File: src/rtl/core/mcq_pkg.sv
package mcq_pkg;

    localparam int RUN_LIMIT = 16;
    localparam logic [15:0] MAX_SIZE_RESET = 16'd1024;

    // byte address of the message limit register
    localparam logic [1:0] ADDR_MAX_SIZE = 2'd0;

    typedef enum logic [1:0] {
        ACT_PUSH  = 2'd0,
        ACT_DRAIN = 2'd1,
        ACT_CLEAR = 2'd2,
        ACT_NOP   = 2'd3
    } t_action;

    typedef enum logic [1:0] {
        STS_OK        = 2'd0,
        STS_TOO_LARGE = 2'd1,
        STS_FULL      = 2'd2
    } t_status;

    typedef enum logic [1:0] {
        CMD_PUSH,
        CMD_DRAIN,
        CMD_CLEAR,
        CMD_NOP
    } t_cmd_kind;

    typedef enum logic [1:0] {
        S_IDLE,
        S_SCAN,
        S_EMIT
    } t_state;

    typedef struct packed {
        t_cmd_kind   kind;
        logic [15:0] size;
        logic [15:0] tag;
    } t_cmd;

    typedef struct packed {
        t_status     status;
        logic        chunk_valid;
        logic [15:0] out_tag;
        logic [15:0] out_size;
        logic [15:0] bytes_left;
        logic [4:0]  chunks_left;
        logic        last;
        logic [19:0] buffered_bytes;
        logic        queue_empty;
        logic        can_fill;
    } t_result;

endpackage

File: src/rtl/core/mcq_if.sv
interface mcq_in_if;
    logic        valid;
    logic        ready;
    logic [1:0]  action;
    logic [15:0] chunk_size;
    logic [15:0] chunk_tag;

    modport source (output valid, output action, output chunk_size, output chunk_tag,
                    input ready);
    modport sink   (input valid, input action, input chunk_size, input chunk_tag,
                    output ready);
endinterface

interface mcq_out_if;
    logic        valid;
    logic        ready;
    logic [1:0]  status;
    logic        chunk_valid;
    logic [15:0] out_tag;
    logic [15:0] out_size;
    logic [15:0] bytes_left_in_message;
    logic [4:0]  chunks_left_in_message;
    logic        last;
    logic [19:0] buffered_bytes;
    logic        queue_empty;
    logic        can_fill;

    modport source (output valid, output status, output chunk_valid, output out_tag,
                    output out_size, output bytes_left_in_message,
                    output chunks_left_in_message, output last, output buffered_bytes,
                    output queue_empty, output can_fill, input ready);
    modport sink   (input valid, input status, input chunk_valid, input out_tag,
                    input out_size, input bytes_left_in_message,
                    input chunks_left_in_message, input last, input buffered_bytes,
                    input queue_empty, input can_fill, output ready);
endinterface

File: src/rtl/core/mcq_front.sv
module mcq_front (
    input  logic          i_clk,
    input  logic          i_rst_n,
    mcq_in_if.sink        i_in,
    output mcq_pkg::t_cmd o_cmd,
    output logic          o_cmd_valid,
    input  logic          i_cmd_pop
);
    import mcq_pkg::*;

    t_cmd       cmd_in;
    t_cmd       r_slot [2];
    logic       r_wr_ptr;
    logic       r_rd_ptr;
    logic [1:0] r_fill;
    logic       push;

    always_comb begin
        cmd_in = '0;
        unique case (i_in.action)
            ACT_PUSH: begin
                cmd_in.kind = CMD_PUSH;
                cmd_in.size = i_in.chunk_size;
                cmd_in.tag  = i_in.chunk_tag;
            end
            ACT_DRAIN: cmd_in.kind = CMD_DRAIN;
            ACT_CLEAR: cmd_in.kind = CMD_CLEAR;
            default:   cmd_in.kind = CMD_NOP;
        endcase
    end

    assign i_in.ready  = (r_fill != 2'd2);
    assign push        = i_in.valid && i_in.ready;
    assign o_cmd_valid = (r_fill != 2'd0);
    assign o_cmd       = r_slot[r_rd_ptr];

    always_ff @(posedge i_clk) begin
        if (push) begin
            r_slot[r_wr_ptr] <= cmd_in;
        end
    end

    always_ff @(posedge i_clk) begin
        if (!i_rst_n) begin
            r_wr_ptr <= 1'b0;
            r_rd_ptr <= 1'b0;
            r_fill   <= 2'd0;
        end else begin
            if (push) begin
                r_wr_ptr <= ~r_wr_ptr;
            end
            if (i_cmd_pop) begin
                r_rd_ptr <= ~r_rd_ptr;
            end
            case ({push, i_cmd_pop})
                2'b10:   r_fill <= r_fill + 2'd1;
                2'b01:   r_fill <= r_fill - 2'd1;
                default: r_fill <= r_fill;
            endcase
        end
    end

endmodule

File: src/rtl/core/mcq_back.sv
module mcq_back #(
    parameter int QUEUE_DEPTH = 16,
    parameter int TAG_BITS    = 16
) (
    input  logic          i_clk,
    input  logic          i_rst_n,
    input  logic [15:0]   i_max_size,
    input  mcq_pkg::t_cmd i_cmd,
    input  logic          i_cmd_valid,
    output logic          o_cmd_pop,
    mcq_out_if.source     o_out
);
    import mcq_pkg::*;

    localparam int IDX_W = (QUEUE_DEPTH > 1) ? $clog2(QUEUE_DEPTH) : 1;
    localparam int CNT_W = $clog2(QUEUE_DEPTH + 1);
    localparam int TOT_W = $clog2(QUEUE_DEPTH * 65535 + 1);
    localparam int CMP_W = (CNT_W > 5) ? CNT_W : 5;

    logic [TAG_BITS-1:0] r_tag_mem  [QUEUE_DEPTH];
    logic [15:0]         r_size_mem [QUEUE_DEPTH];
    logic [TAG_BITS-1:0] r_rd_tag;
    logic [15:0]         r_rd_size;
    logic                mem_we;

    t_state              r_state, n_state;
    logic [IDX_W-1:0]    r_head, n_head;
    logic [IDX_W-1:0]    r_tail, n_tail;
    logic [IDX_W-1:0]    r_ptr, n_ptr;
    logic [CNT_W-1:0]    r_count, n_count;
    logic [TOT_W-1:0]    r_total, n_total;
    logic [15:0]         r_cum, n_cum;
    logic [4:0]          r_run, n_run;
    logic [4:0]          r_scan, n_scan;

    logic                r_out_valid;
    t_result             r_out;
    t_result             res;
    logic                produce;

    logic                out_free;
    logic [16:0]         sum;
    logic                fits;
    logic [4:0]          scanned;
    logic                stop_cnt;
    logic                scan_stop;
    logic [15:0]         scan_final;
    logic [15:0]         rem;
    logic                take_cmd;

    function automatic logic [IDX_W-1:0] idx_inc(input logic [IDX_W-1:0] idx);
        return (idx == IDX_W'(QUEUE_DEPTH - 1)) ? '0 : idx + 1'b1;
    endfunction

    // shared conditions for the sequencer and the datapath
    always_comb begin
        out_free   = !r_out_valid || o_out.ready;
        take_cmd   = i_cmd_valid && out_free;
        sum        = {1'b0, r_cum} + {1'b0, r_rd_size};
        fits       = (sum <= {1'b0, i_max_size});
        scanned    = r_scan + 5'd1;
        stop_cnt   = (CMP_W'(scanned) == CMP_W'(RUN_LIMIT))
                  || (CMP_W'(scanned) == CMP_W'(r_count));
        scan_stop  = !fits || stop_cnt;
        scan_final = fits ? sum[15:0] : r_cum;
        rem        = r_cum - r_rd_size;
    end

    always_comb begin
        n_state = r_state;
        unique case (r_state)
            S_IDLE: begin
                if (take_cmd && i_cmd.kind == CMD_DRAIN && r_count != '0) begin
                    n_state = S_SCAN;
                end
            end
            S_SCAN: begin
                if (scan_stop) begin
                    if (scan_final != 16'd0) begin
                        n_state = S_EMIT;
                    end else if (out_free) begin
                        n_state = S_IDLE;
                    end
                end
            end
            S_EMIT: begin
                if (out_free && rem == 16'd0) begin
                    n_state = S_IDLE;
                end
            end
            default: n_state = S_IDLE;
        endcase
    end

    always_comb begin
        n_head    = r_head;
        n_tail    = r_tail;
        n_ptr     = r_ptr;
        n_count   = r_count;
        n_total   = r_total;
        n_cum     = r_cum;
        n_run     = r_run;
        n_scan    = r_scan;
        o_cmd_pop = 1'b0;
        mem_we    = 1'b0;
        produce   = 1'b0;
        res       = '0;
        res.status = STS_OK;
        res.last   = 1'b1;

        unique case (r_state)
            S_IDLE: begin
                if (take_cmd) begin
                    o_cmd_pop = 1'b1;
                    unique case (i_cmd.kind)
                        CMD_PUSH: begin
                            produce = 1'b1;
                            if (i_cmd.size > i_max_size) begin
                                res.status = STS_TOO_LARGE;
                            end else if (r_count == CNT_W'(QUEUE_DEPTH)) begin
                                res.status = STS_FULL;
                            end else begin
                                mem_we  = 1'b1;
                                n_tail  = idx_inc(r_tail);
                                n_count = r_count + 1'b1;
                                n_total = r_total + TOT_W'(i_cmd.size);
                            end
                        end
                        CMD_CLEAR: begin
                            produce = 1'b1;
                            n_head  = '0;
                            n_tail  = '0;
                            n_count = '0;
                            n_total = '0;
                        end
                        CMD_DRAIN: begin
                            if (r_count == '0) begin
                                produce = 1'b1;
                            end else begin
                                n_ptr  = r_head;
                                n_scan = '0;
                                n_cum  = '0;
                                n_run  = '0;
                            end
                        end
                        default: produce = 1'b1;
                    endcase
                end
            end
            S_SCAN: begin
                if (scan_stop) begin
                    if (scan_final != 16'd0) begin
                        n_cum = scan_final;
                        n_run = fits ? r_run + 5'd1 : r_run;
                        n_ptr = r_head;
                    end else if (out_free) begin
                        // run holds no bytes: nothing leaves the queue
                        produce = 1'b1;
                    end
                end else begin
                    n_cum  = sum[15:0];
                    n_run  = r_run + 5'd1;
                    n_scan = scanned;
                    n_ptr  = idx_inc(r_ptr);
                end
            end
            S_EMIT: begin
                if (out_free) begin
                    produce         = 1'b1;
                    res.chunk_valid = 1'b1;
                    res.out_tag     = 16'(r_rd_tag);
                    res.out_size    = r_rd_size;
                    res.bytes_left  = rem;
                    res.chunks_left = r_run - 5'd1;
                    res.last        = (rem == 16'd0);
                    n_cum           = rem;
                    n_run           = r_run - 5'd1;
                    n_total         = (r_total >= TOT_W'(r_rd_size))
                                    ? r_total - TOT_W'(r_rd_size) : '0;
                    n_head          = idx_inc(r_head);
                    n_ptr           = idx_inc(r_head);
                    n_count         = r_count - 1'b1;
                end
            end
            default: ;
        endcase

        res.buffered_bytes = 20'(n_total);
        res.queue_empty    = (n_count == '0);
        res.can_fill       = (n_total >= TOT_W'(i_max_size));
    end

    // read port follows the next pointer so data lines up with r_ptr
    always_ff @(posedge i_clk) begin
        if (mem_we) begin
            r_tag_mem[r_tail]  <= TAG_BITS'(i_cmd.tag);
            r_size_mem[r_tail] <= i_cmd.size;
        end
        r_rd_tag  <= r_tag_mem[n_ptr];
        r_rd_size <= r_size_mem[n_ptr];
    end

    always_ff @(posedge i_clk) begin
        if (!i_rst_n) begin
            r_state     <= S_IDLE;
            r_head      <= '0;
            r_tail      <= '0;
            r_ptr       <= '0;
            r_count     <= '0;
            r_total     <= '0;
            r_cum       <= '0;
            r_run       <= '0;
            r_scan      <= '0;
            r_out_valid <= 1'b0;
        end else begin
            r_state <= n_state;
            r_head  <= n_head;
            r_tail  <= n_tail;
            r_ptr   <= n_ptr;
            r_count <= n_count;
            r_total <= n_total;
            r_cum   <= n_cum;
            r_run   <= n_run;
            r_scan  <= n_scan;
            if (produce) begin
                r_out_valid <= 1'b1;
            end else if (o_out.ready) begin
                r_out_valid <= 1'b0;
            end
        end
    end

    always_ff @(posedge i_clk) begin
        if (produce) begin
            r_out <= res;
        end
    end

    assign o_out.valid                  = r_out_valid;
    assign o_out.status                 = r_out.status;
    assign o_out.chunk_valid            = r_out.chunk_valid;
    assign o_out.out_tag                = r_out.out_tag;
    assign o_out.out_size               = r_out.out_size;
    assign o_out.bytes_left_in_message  = r_out.bytes_left;
    assign o_out.chunks_left_in_message = r_out.chunks_left;
    assign o_out.last                   = r_out.last;
    assign o_out.buffered_bytes         = r_out.buffered_bytes;
    assign o_out.queue_empty            = r_out.queue_empty;
    assign o_out.can_fill               = r_out.can_fill;

endmodule

File: src/rtl/core/message_chunk_coalescing_queue_core.sv
// push/clear/no-op: front slot, then result register; one per cycle while output ready
// drain: n chunks scanned from the queue memory one per cycle, then k chunks emitted one
// per cycle while the output is ready; the queue memory's single read port paces the scan
// a two-entry command queue lets the input side take items while the back end is busy
// reset (synchronous, active low) empties the queue and loads a message limit of 1024
module message_chunk_coalescing_queue_core #(
    parameter int QUEUE_DEPTH = 16,
    parameter int TAG_BITS    = 16
) (
    input  logic        i_clk,
    input  logic        i_rst_n,
    mcq_in_if.sink      i_in,
    mcq_out_if.source   o_out,
    input  logic        psel,
    input  logic        penable,
    input  logic        pwrite,
    input  logic [1:0]  paddr,
    input  logic [31:0] pwdata,
    output logic [31:0] prdata,
    output logic        pready
);
    import mcq_pkg::*;

    logic [15:0] r_max_size;
    t_cmd        cmd;
    logic        cmd_valid;
    logic        cmd_pop;
    logic        cfg_wr;

    assign pready = 1'b1;
    assign cfg_wr = psel && penable && pwrite && (paddr == ADDR_MAX_SIZE);
    assign prdata = (paddr == ADDR_MAX_SIZE) ? {16'd0, r_max_size} : 32'd0;

    always_ff @(posedge i_clk) begin
        if (!i_rst_n) begin
            r_max_size <= MAX_SIZE_RESET;
        end else if (cfg_wr) begin
            r_max_size <= pwdata[15:0];
        end
    end

    mcq_front u_front (
        .i_clk       (i_clk),
        .i_rst_n     (i_rst_n),
        .i_in        (i_in),
        .o_cmd       (cmd),
        .o_cmd_valid (cmd_valid),
        .i_cmd_pop   (cmd_pop)
    );

    mcq_back #(
        .QUEUE_DEPTH (QUEUE_DEPTH),
        .TAG_BITS    (TAG_BITS)
    ) u_back (
        .i_clk       (i_clk),
        .i_rst_n     (i_rst_n),
        .i_max_size  (r_max_size),
        .i_cmd       (cmd),
        .i_cmd_valid (cmd_valid),
        .o_cmd_pop   (cmd_pop),
        .o_out       (o_out)
    );

endmodule

File: src/flat_wrapper.sv
// flat-port wrapper written by rule: the top's interface ports become plain ports
module message_chunk_coalescing_queue_core_flat import mcq_pkg::*;
#(
    parameter int QUEUE_DEPTH = 16,
    parameter int TAG_BITS    = 16
)
  (i_clk, i_rst_n, psel, penable, pwrite, paddr, pwdata, prdata, pready, i_in_valid, i_in_action, i_in_chunk_size, i_in_chunk_tag, i_in_ready, o_out_valid, o_out_status, o_out_chunk_valid, o_out_out_tag, o_out_out_size, o_out_bytes_left_in_message, o_out_chunks_left_in_message, o_out_last, o_out_buffered_bytes, o_out_queue_empty, o_out_can_fill, o_out_ready);
  mcq_in_if i_in_i ();
  mcq_out_if o_out_i ();
  input  logic i_clk;
  input  logic i_rst_n;
  input  logic psel;
  input  logic penable;
  input  logic pwrite;
  input  logic [1:0] paddr;
  input  logic [31:0] pwdata;
  output logic [31:0] prdata;
  output logic pready;
  input wire logic [$bits(i_in_i.valid)-1:0] i_in_valid;
  input wire logic [$bits(i_in_i.action)-1:0] i_in_action;
  input wire logic [$bits(i_in_i.chunk_size)-1:0] i_in_chunk_size;
  input wire logic [$bits(i_in_i.chunk_tag)-1:0] i_in_chunk_tag;
  output wire logic [$bits(i_in_i.ready)-1:0] i_in_ready;
  output wire logic [$bits(o_out_i.valid)-1:0] o_out_valid;
  output wire logic [$bits(o_out_i.status)-1:0] o_out_status;
  output wire logic [$bits(o_out_i.chunk_valid)-1:0] o_out_chunk_valid;
  output wire logic [$bits(o_out_i.out_tag)-1:0] o_out_out_tag;
  output wire logic [$bits(o_out_i.out_size)-1:0] o_out_out_size;
  output wire logic [$bits(o_out_i.bytes_left_in_message)-1:0] o_out_bytes_left_in_message;
  output wire logic [$bits(o_out_i.chunks_left_in_message)-1:0] o_out_chunks_left_in_message;
  output wire logic [$bits(o_out_i.last)-1:0] o_out_last;
  output wire logic [$bits(o_out_i.buffered_bytes)-1:0] o_out_buffered_bytes;
  output wire logic [$bits(o_out_i.queue_empty)-1:0] o_out_queue_empty;
  output wire logic [$bits(o_out_i.can_fill)-1:0] o_out_can_fill;
  input wire logic [$bits(o_out_i.ready)-1:0] o_out_ready;
  assign i_in_i.valid = i_in_valid;
  assign i_in_i.action = i_in_action;
  assign i_in_i.chunk_size = i_in_chunk_size;
  assign i_in_i.chunk_tag = i_in_chunk_tag;
  assign i_in_ready = i_in_i.ready;
  assign o_out_valid = o_out_i.valid;
  assign o_out_status = o_out_i.status;
  assign o_out_chunk_valid = o_out_i.chunk_valid;
  assign o_out_out_tag = o_out_i.out_tag;
  assign o_out_out_size = o_out_i.out_size;
  assign o_out_bytes_left_in_message = o_out_i.bytes_left_in_message;
  assign o_out_chunks_left_in_message = o_out_i.chunks_left_in_message;
  assign o_out_last = o_out_i.last;
  assign o_out_buffered_bytes = o_out_i.buffered_bytes;
  assign o_out_queue_empty = o_out_i.queue_empty;
  assign o_out_can_fill = o_out_i.can_fill;
  assign o_out_i.ready = o_out_ready;
  message_chunk_coalescing_queue_core #(.QUEUE_DEPTH(QUEUE_DEPTH), .TAG_BITS(TAG_BITS)) u_core (.i_clk(i_clk), .i_rst_n(i_rst_n), .i_in(i_in_i), .o_out(o_out_i), .psel(psel), .penable(penable), .pwrite(pwrite), .paddr(paddr), .pwdata(pwdata), .prdata(prdata), .pready(pready));
endmodule
File: config.mk
export PLATFORM = sky130hd
export DESIGN_NAME = message_chunk_coalescing_queue_core_flat
export DESIGN_NICKNAME = d
export VERILOG_FILES = /design/src/rtl/core/mcq_pkg.sv /design/src/rtl/core/mcq_if.sv /design/src/rtl/core/mcq_front.sv /design/src/rtl/core/mcq_back.sv /design/src/rtl/core/message_chunk_coalescing_queue_core.sv /design/src/flat_wrapper.sv
export SDC_FILE = /design/constraint.sdc
export NUM_CORES = 1
export LEC_CHECK = 0
export BUFFER_PORTS_ARGS = -buffer_cell sky130_fd_sc_hd__clkbuf_2
export CELL_PAD_IN_SITES_DETAIL_PLACEMENT = 0
export CELL_PAD_IN_SITES_GLOBAL_PLACEMENT = 1
export CORE_ASPECT_RATIO = 1.4
export CORE_MARGIN = 3
export CORE_UTILIZATION = 25
export CTS_BUF_LIST = sky130_fd_sc_hd__clkbuf_4
export CTS_CLUSTER_SIZE = 12
export DETAILED_ROUTE_END_ITERATION = 16
export PLACE_DENSITY_LB_ADDON = 0.2
export SLEW_MARGIN = 10
export SYNTH_ARGS = -nofsm -noshare
export SYNTH_HDL_FRONTEND = slang
export SYNTH_SLANG_ARGS = --single-unit
File: constraint.sdc
create_clock -name i_clk -period 15.88 [get_ports i_clk]
set_clock_uncertainty 0.1 [all_clocks]
set_input_delay 1.588 -clock i_clk [delete_from_list [all_inputs] [get_ports i_clk]]
set_output_delay 1.588 -clock i_clk [all_outputs]
set_load 0.005 [all_outputs]
== Word-level counts from Yosys, hierarchy flattened ==
Memories as Yosys holds them, arrays and structs flattened. A register that Yosys moved wholly into a read port is not among the register bits.
Index checks and enable logic that the tools add are counted.
Operators by class
  equality and inequality tests: 29
  muxes and demuxes: 83
  magnitude comparators: 4
  bitwise operators: 5
  add/subtract/negate cells: 14
  reductions and logical operators: 38
Operators by type and width (count)
  two-way mux 16 bit: 8
  two-way mux 20 bit: 5
  case mux 20 bit (2 select lines): 2
  two-way mux 5 bit: 12
  two-way mux 4 bit: 14
  two-way mux 55 bit: 1
  case mux 16 bit (3 select lines): 1
  greater-or-equal comparator 20 x 16 -> 1 bit: 2
  two-way mux 32 bit: 1
  case mux 5 bit (2 select lines): 3
  two-way mux 1 bit: 22
  != test 2 bit, second input constant: 11
  adder 20 x 16 -> 20 bit: 1
  subtractor 20 x 16 -> 20 bit: 1
  adder 16 x 16 -> 17 bit: 1
  <= comparator 17 x 16 -> 1 bit: 1
  > comparator 16 bit: 1
  zero test 16 bit: 1
  case mux 4 bit (2 select lines): 2
  nonzero test 16 bit: 1
  subtractor 16 bit: 1
  adder 5 x 1 -> 5 bit, second input constant: 3
  case mux 5 bit (3 select lines): 1
  adder 4 x 1 -> 4 bit, second input constant: 3
  31 further kinds: 74
Storage, ports and cells
  memories kept: 3
  flip-flop bits (word level): 165
  bits in writable memories: 580
  word-level logic and storage cells: 201
Memory list
  u_core.u_back.r_size_mem: words 16, width 16, rd ports 1, clocked after Yosys merged registers in 1, write ports 1, line mcq_back.sv:21  | logic [15:0] r_size_mem [QUEUE_DEPTH];
  u_core.u_back.r_tag_mem: words 16, width 16, rd ports 1, clocked after Yosys merged registers in 1, write ports 1, line mcq_back.sv:20  | logic [TAG_BITS-1:0] r_tag_mem [QUEUE_DEPTH];
  u_core.u_front.r_slot: words 2, width 34, rd ports 1, clocked after Yosys merged registers in 1, write ports 1, line mcq_front.sv:12  | t_cmd r_slot [2];

== Depth between registers and ports, before layout ==
  depth after elaboration: 8
  mapped depth: 29
  gate-level depth less buffers: 27

== By module ==
From an unflattened synthesis, not the netlist that was laid out.
Unflattened totals
  cell total of the unflattened synthesis: 2792
  area total of the unflattened synthesis: 36164.7 µm²
By module, submodules not included
  mcq_back: area an instance 32358.5 µm², times used 1, cells each 2517, sequential area each 19708.9 µm²
  mcq_front: area an instance 2895.3 µm², times used 1, cells each 167, sequential area each 2142.1 µm²
  message_chunk_coalescing_queue_core: area an instance 910.9 µm², times used 1, cells each 108, sequential area each 320.3 µm²

== Worst setup path after synthesis ==
OpenSTA, ideal clock, no wires.
  path kind: register -> register
  from: reg u_core.u_back.r_rd_size[0], read port of u_core.u_back.r_size_mem
  to: reg u_core.u_back.r_out (netlist bit u_core.u_back.o_out.buffered_bytes[0]) (enable)
  stages on the path, launching flop included: 19
  setup slack: 7.454 ns
  period minus slack after synthesis: 8.426 ns
  arrival: 7.782 ns
  data required time: 15.236 ns
  path through: dfxtp_1 > ha_1 > fa_1 > nand2b_4 > a21oi_1 > a31o_2 > a21oi_1 > inv_1 > ha_1 > a211oi_1 > nor2_1 > o41ai_1 > a31oi_1 > or2_1 > clkbuf_1 > o41a_1 > nor3_1 > o21ai_0 > a21oi_1
Between the ends
  longest elaborated chain between the ends: 7
  elaborated cells between the ends (all ways): 9
  classes of those cells: add/sub: 1; order compare: 1; mux: 4; reduce/logical: 3
RTL lines
  start: declaration: line mcq_back.sv:23  | logic [15:0] r_rd_size;
  adder 16 x 16 -> 17 bit (*): line mcq_back.sv:59  | sum = {1'b0, r_cum} + {1'b0, r_rd_size};
  <= comparator 17 x 16 -> 1 bit: line mcq_back.sv:60  | fits = (sum <= {1'b0, i_max_size});
  two-way mux 16 bit: line mcq_back.sv:65  | scan_final = fits ? sum[15:0] : r_cum;
  nonzero test 16 bit: line mcq_back.sv:152  | if (scan_final != 16'd0) begin
  two-way mux 1 bit: line mcq_back.sv:152
  two-way mux 1 bit (*): line mcq_back.sv:151  | if (scan_stop) begin
  case mux 1 bit (3 select lines) (*): line mcq_back.sv:111  | unique case (r_state)
  net u_core.u_back.produce: line mcq_back.sv:39  | logic produce;
  end signal: assignment: line mcq_back.sv:235  | r_out <= res;
  end: declaration: line mcq_back.sv:37  | t_result r_out;
The timed path passes the listed nets; every way through them passes the cells marked *.
A chain may end at the register's enable or synchronous reset.

==> metrics <==
status=finished clean; Switching Fraction=32.8%; Synth Instances=2,777; Arrival @ worst endpoint=10,290 ps; Slew Viols, Final=0; Clk pwr share=31.0%; Clock Sinks=778; dpl hpwl=72.1 mm; synth cell count leaders=edfxtp_1, nand2_1, nor2_1; Num CTS Buffers=203; WP depth=28; endpoints failing setup=0; RD Place Congestion=0.819; Hold Path Class=flip-flop to flip-flop; global-route wire length before repair=164 mm; Yosys reg bits=778; mapped cell area=0.0359 mm^2; post-layout min period=9590 ps; Seq pwr share=43.4%; worst-case clock buffer depth=3; fin util=29.3%; warnings from Yosys=0; grt total ovfl=0; most area-hungry cell type in the Yosys netlist=edfxtp_1; Fmax achieved=104 MHz; delay of the slowest critical-path stage=900 ps; CTS tree=yes; H-tree levels=4; Starting Density=25.2%; Worst slew margin=25.6%; Gate power share=25.6%; First DRT Iteration DRCs=1,203; final worst-path setup slack=6290 ps; NetSw=0.00200 W; post-synth cell types=88; Antenna Nets Post-Route=0; # IOs=189; Seq/Total Area, Yosys=61.7%; Die X-Extent=326 um; pre-CTS setup slack=6130 ps; Worst setup SP type=flip-flop; number of global-route vias before repair=24,400; CTS root buf=clkbuf_4; layout cells sized above 1=22.9%; cts hold-fix bufs=0; die height=455 um; CP Capture Type=flip-flop; Avg Inst Size Synth=12.9 um^2; area grow syn2layout=16.3%; gr usage total=15.2%; Worst Max-Slew Pin Slew=1120 ps; crit-path most repeated cell=a21o_1; Leakage Power=14.4 nW; Placed Cells=4,737; Final period util=60.4%; RSZ-0062 raised after global routing=no; Hold Fails Final Rpt=0; DR DRC count=0; Synth area leaders=edfxtp_1, dfxtp_1, ha_1, mux2_2, mux2i_1; DP Area=0.0389 mm^2; critical path type=flip-flop to flip-flop; internal power=0.00411 W; worst path required time=16,580 ps; Non-Filler Instances=5,117; number of flops mapped to enable cells by yosys=659; total wire length=114 mm; ys flop type=edfxtp_1; FP Rows=164; Pwr Density=146 mW/mm^2; die area=0.148 mm^2; Slowest-stage cell, CP=a222oi_1; routed length per instance=22.3 um; crit-path max FO=20; Top delay family on crit path=compound AO/OA/AOI/OAI gates; hold depth=2; largest net degree at the start of global routing=189; initial antenna violation count=6; PostCTS Resize Cnt=0; Synth top area share=55.1%; fin area=0.0418 mm^2; worst-skew pair later-pin latency=1140 ps; Post-CTS Setup Inserts=0; Sum Neg Setup Slack=0 ps; # port buffers=155; Worst VDD drop=0.138 mV; cell with the most instances after synthesis=edfxtp_1; nets@finish=3,239; vias per cell=4.60; DR vias=23,600; FF-to-FF path depth=28; drt pass-1 iters=5; asr flop ratio synth=0%; total core area=0.143 mm^2; WP buf/inv=1; CTS clk-pin slew, worst paths=70 ps; # Max-Cap Violations=0
through the flow:
step	hold slack, ps	total power (W)
finish	355	0.00611
global route	377	0.00647
CTS	355	0.00624
detailed placement	347	0.00430
global placement	342	0.00429
floorplan	336	0.00365
worst reg2reg max path, delay by kind of cell (launching register included):
family / cells / cell delay [ps]
compound gates: 19 / 5210
simple gates: 5 / 1460
flops: 1 / 800
fa+ha+maj: 2 / 740
mux: 1 / 540
buf+inv: 1 / 440
cell families after synthesis:
kind of cell | Yosys count | synth area share (%)
flip-flops | 778 | 61.7
AND/OR/NAND/NOR | 719 | 9.65
AO/OA/AOI/OAI | 538 | 10.8
multiplexers | 284 | 8.38
buffers and inverters | 259 | 3.22
adder cells (fa/ha/maj) | 131 | 4.65
XOR/XNOR | 66 | 1.61
other | 2 | 0.0209
layout by cell type, fill, tap and decap left out, types with 12 or more instances in the layout:
cell type,count
clkbuf_4,319
nand4_1,52
and2_1,57
a211oi_1,46
mux2_2,134
a21o_1,29
nor2b_1,46
nor2_4,18
and3_1,20
clkinv_1,35
nor4_1,13
o211ai_1,105
clkbuf_2,155
edfxtp_1,659
conb_1,17
xnor2_1,49
ha_1,126
nor3_1,41
xor2_1,17
a22oi_1,14
dfxtp_1,118
a211o_1,33
a22o_1,12
a31oi_1,15
nand2b_1,15
buf_4,46
inv_1,90
nand3_1,30
o21ai_0,61
nor2_1,154
nand2_1,226
mux2i_1,149
a21oi_1,94
path summary, 6_finish.rpt:
path | to | slack, ps | startpoint
max | u_core.u_back.o_out.can_fill | 6290 | flip-flop
min | u_core.r_max_size[13] | 350 | u_core.r_max_size[13]
max reg2reg | u_core.u_back.o_out.can_fill | 6290 | flip-flop
min reg2reg | u_core.r_max_size[13] | 350 | u_core.r_max_size[13]
state kept, by name, indices dropped and copies added, names as in the netlist, 20 cells and up, named ones only:
signal / cells
u_core.u_back.r_size_mem: 256
u_core.u_back.r_tag_mem: 256
u_core.u_front.r_slot: 68
u_core.u_back.o_out.buffered_bytes: 20
u_core.u_back.r_total: 20
power groups by stage:
| stage | clock network, W | logic, W | registers (W) |
|---|---|---|---|
| final | 0.00190 | 0.00156 | 0.00265 |
| after detailed placement | 0 | 0.00160 | 0.00271 |
| after global routing | 0.00208 | 0.00171 | 0.00268 |
| after global placement | 0 | 0.00159 | 0.00270 |
| after floorplan | 0 | 0.000954 | 0.00270 |
| after CTS | 0.00198 | 0.00160 | 0.00266 |
final cells by class:
type	count	area, um^2
tap	1909	2390
clock inverter	57	459
timing repair buffer	203	1160
fill	14900	101000
clock buffer	319	2390
sequential	778	22200
multi-input combinational	1755	12900
inverter	92	345
antenna	4	10.0
layer usage:
metal	track usage, %	up-vias	share of wire, %
met3	2.72	212	3.4
met4	6.58	2	3.8
met5	0	-	0.016
li1	-	11100	-
met1	16.7	11700	39
met2	28.5	510	53
Note: power is estimated with default switching activity, not from simulation.
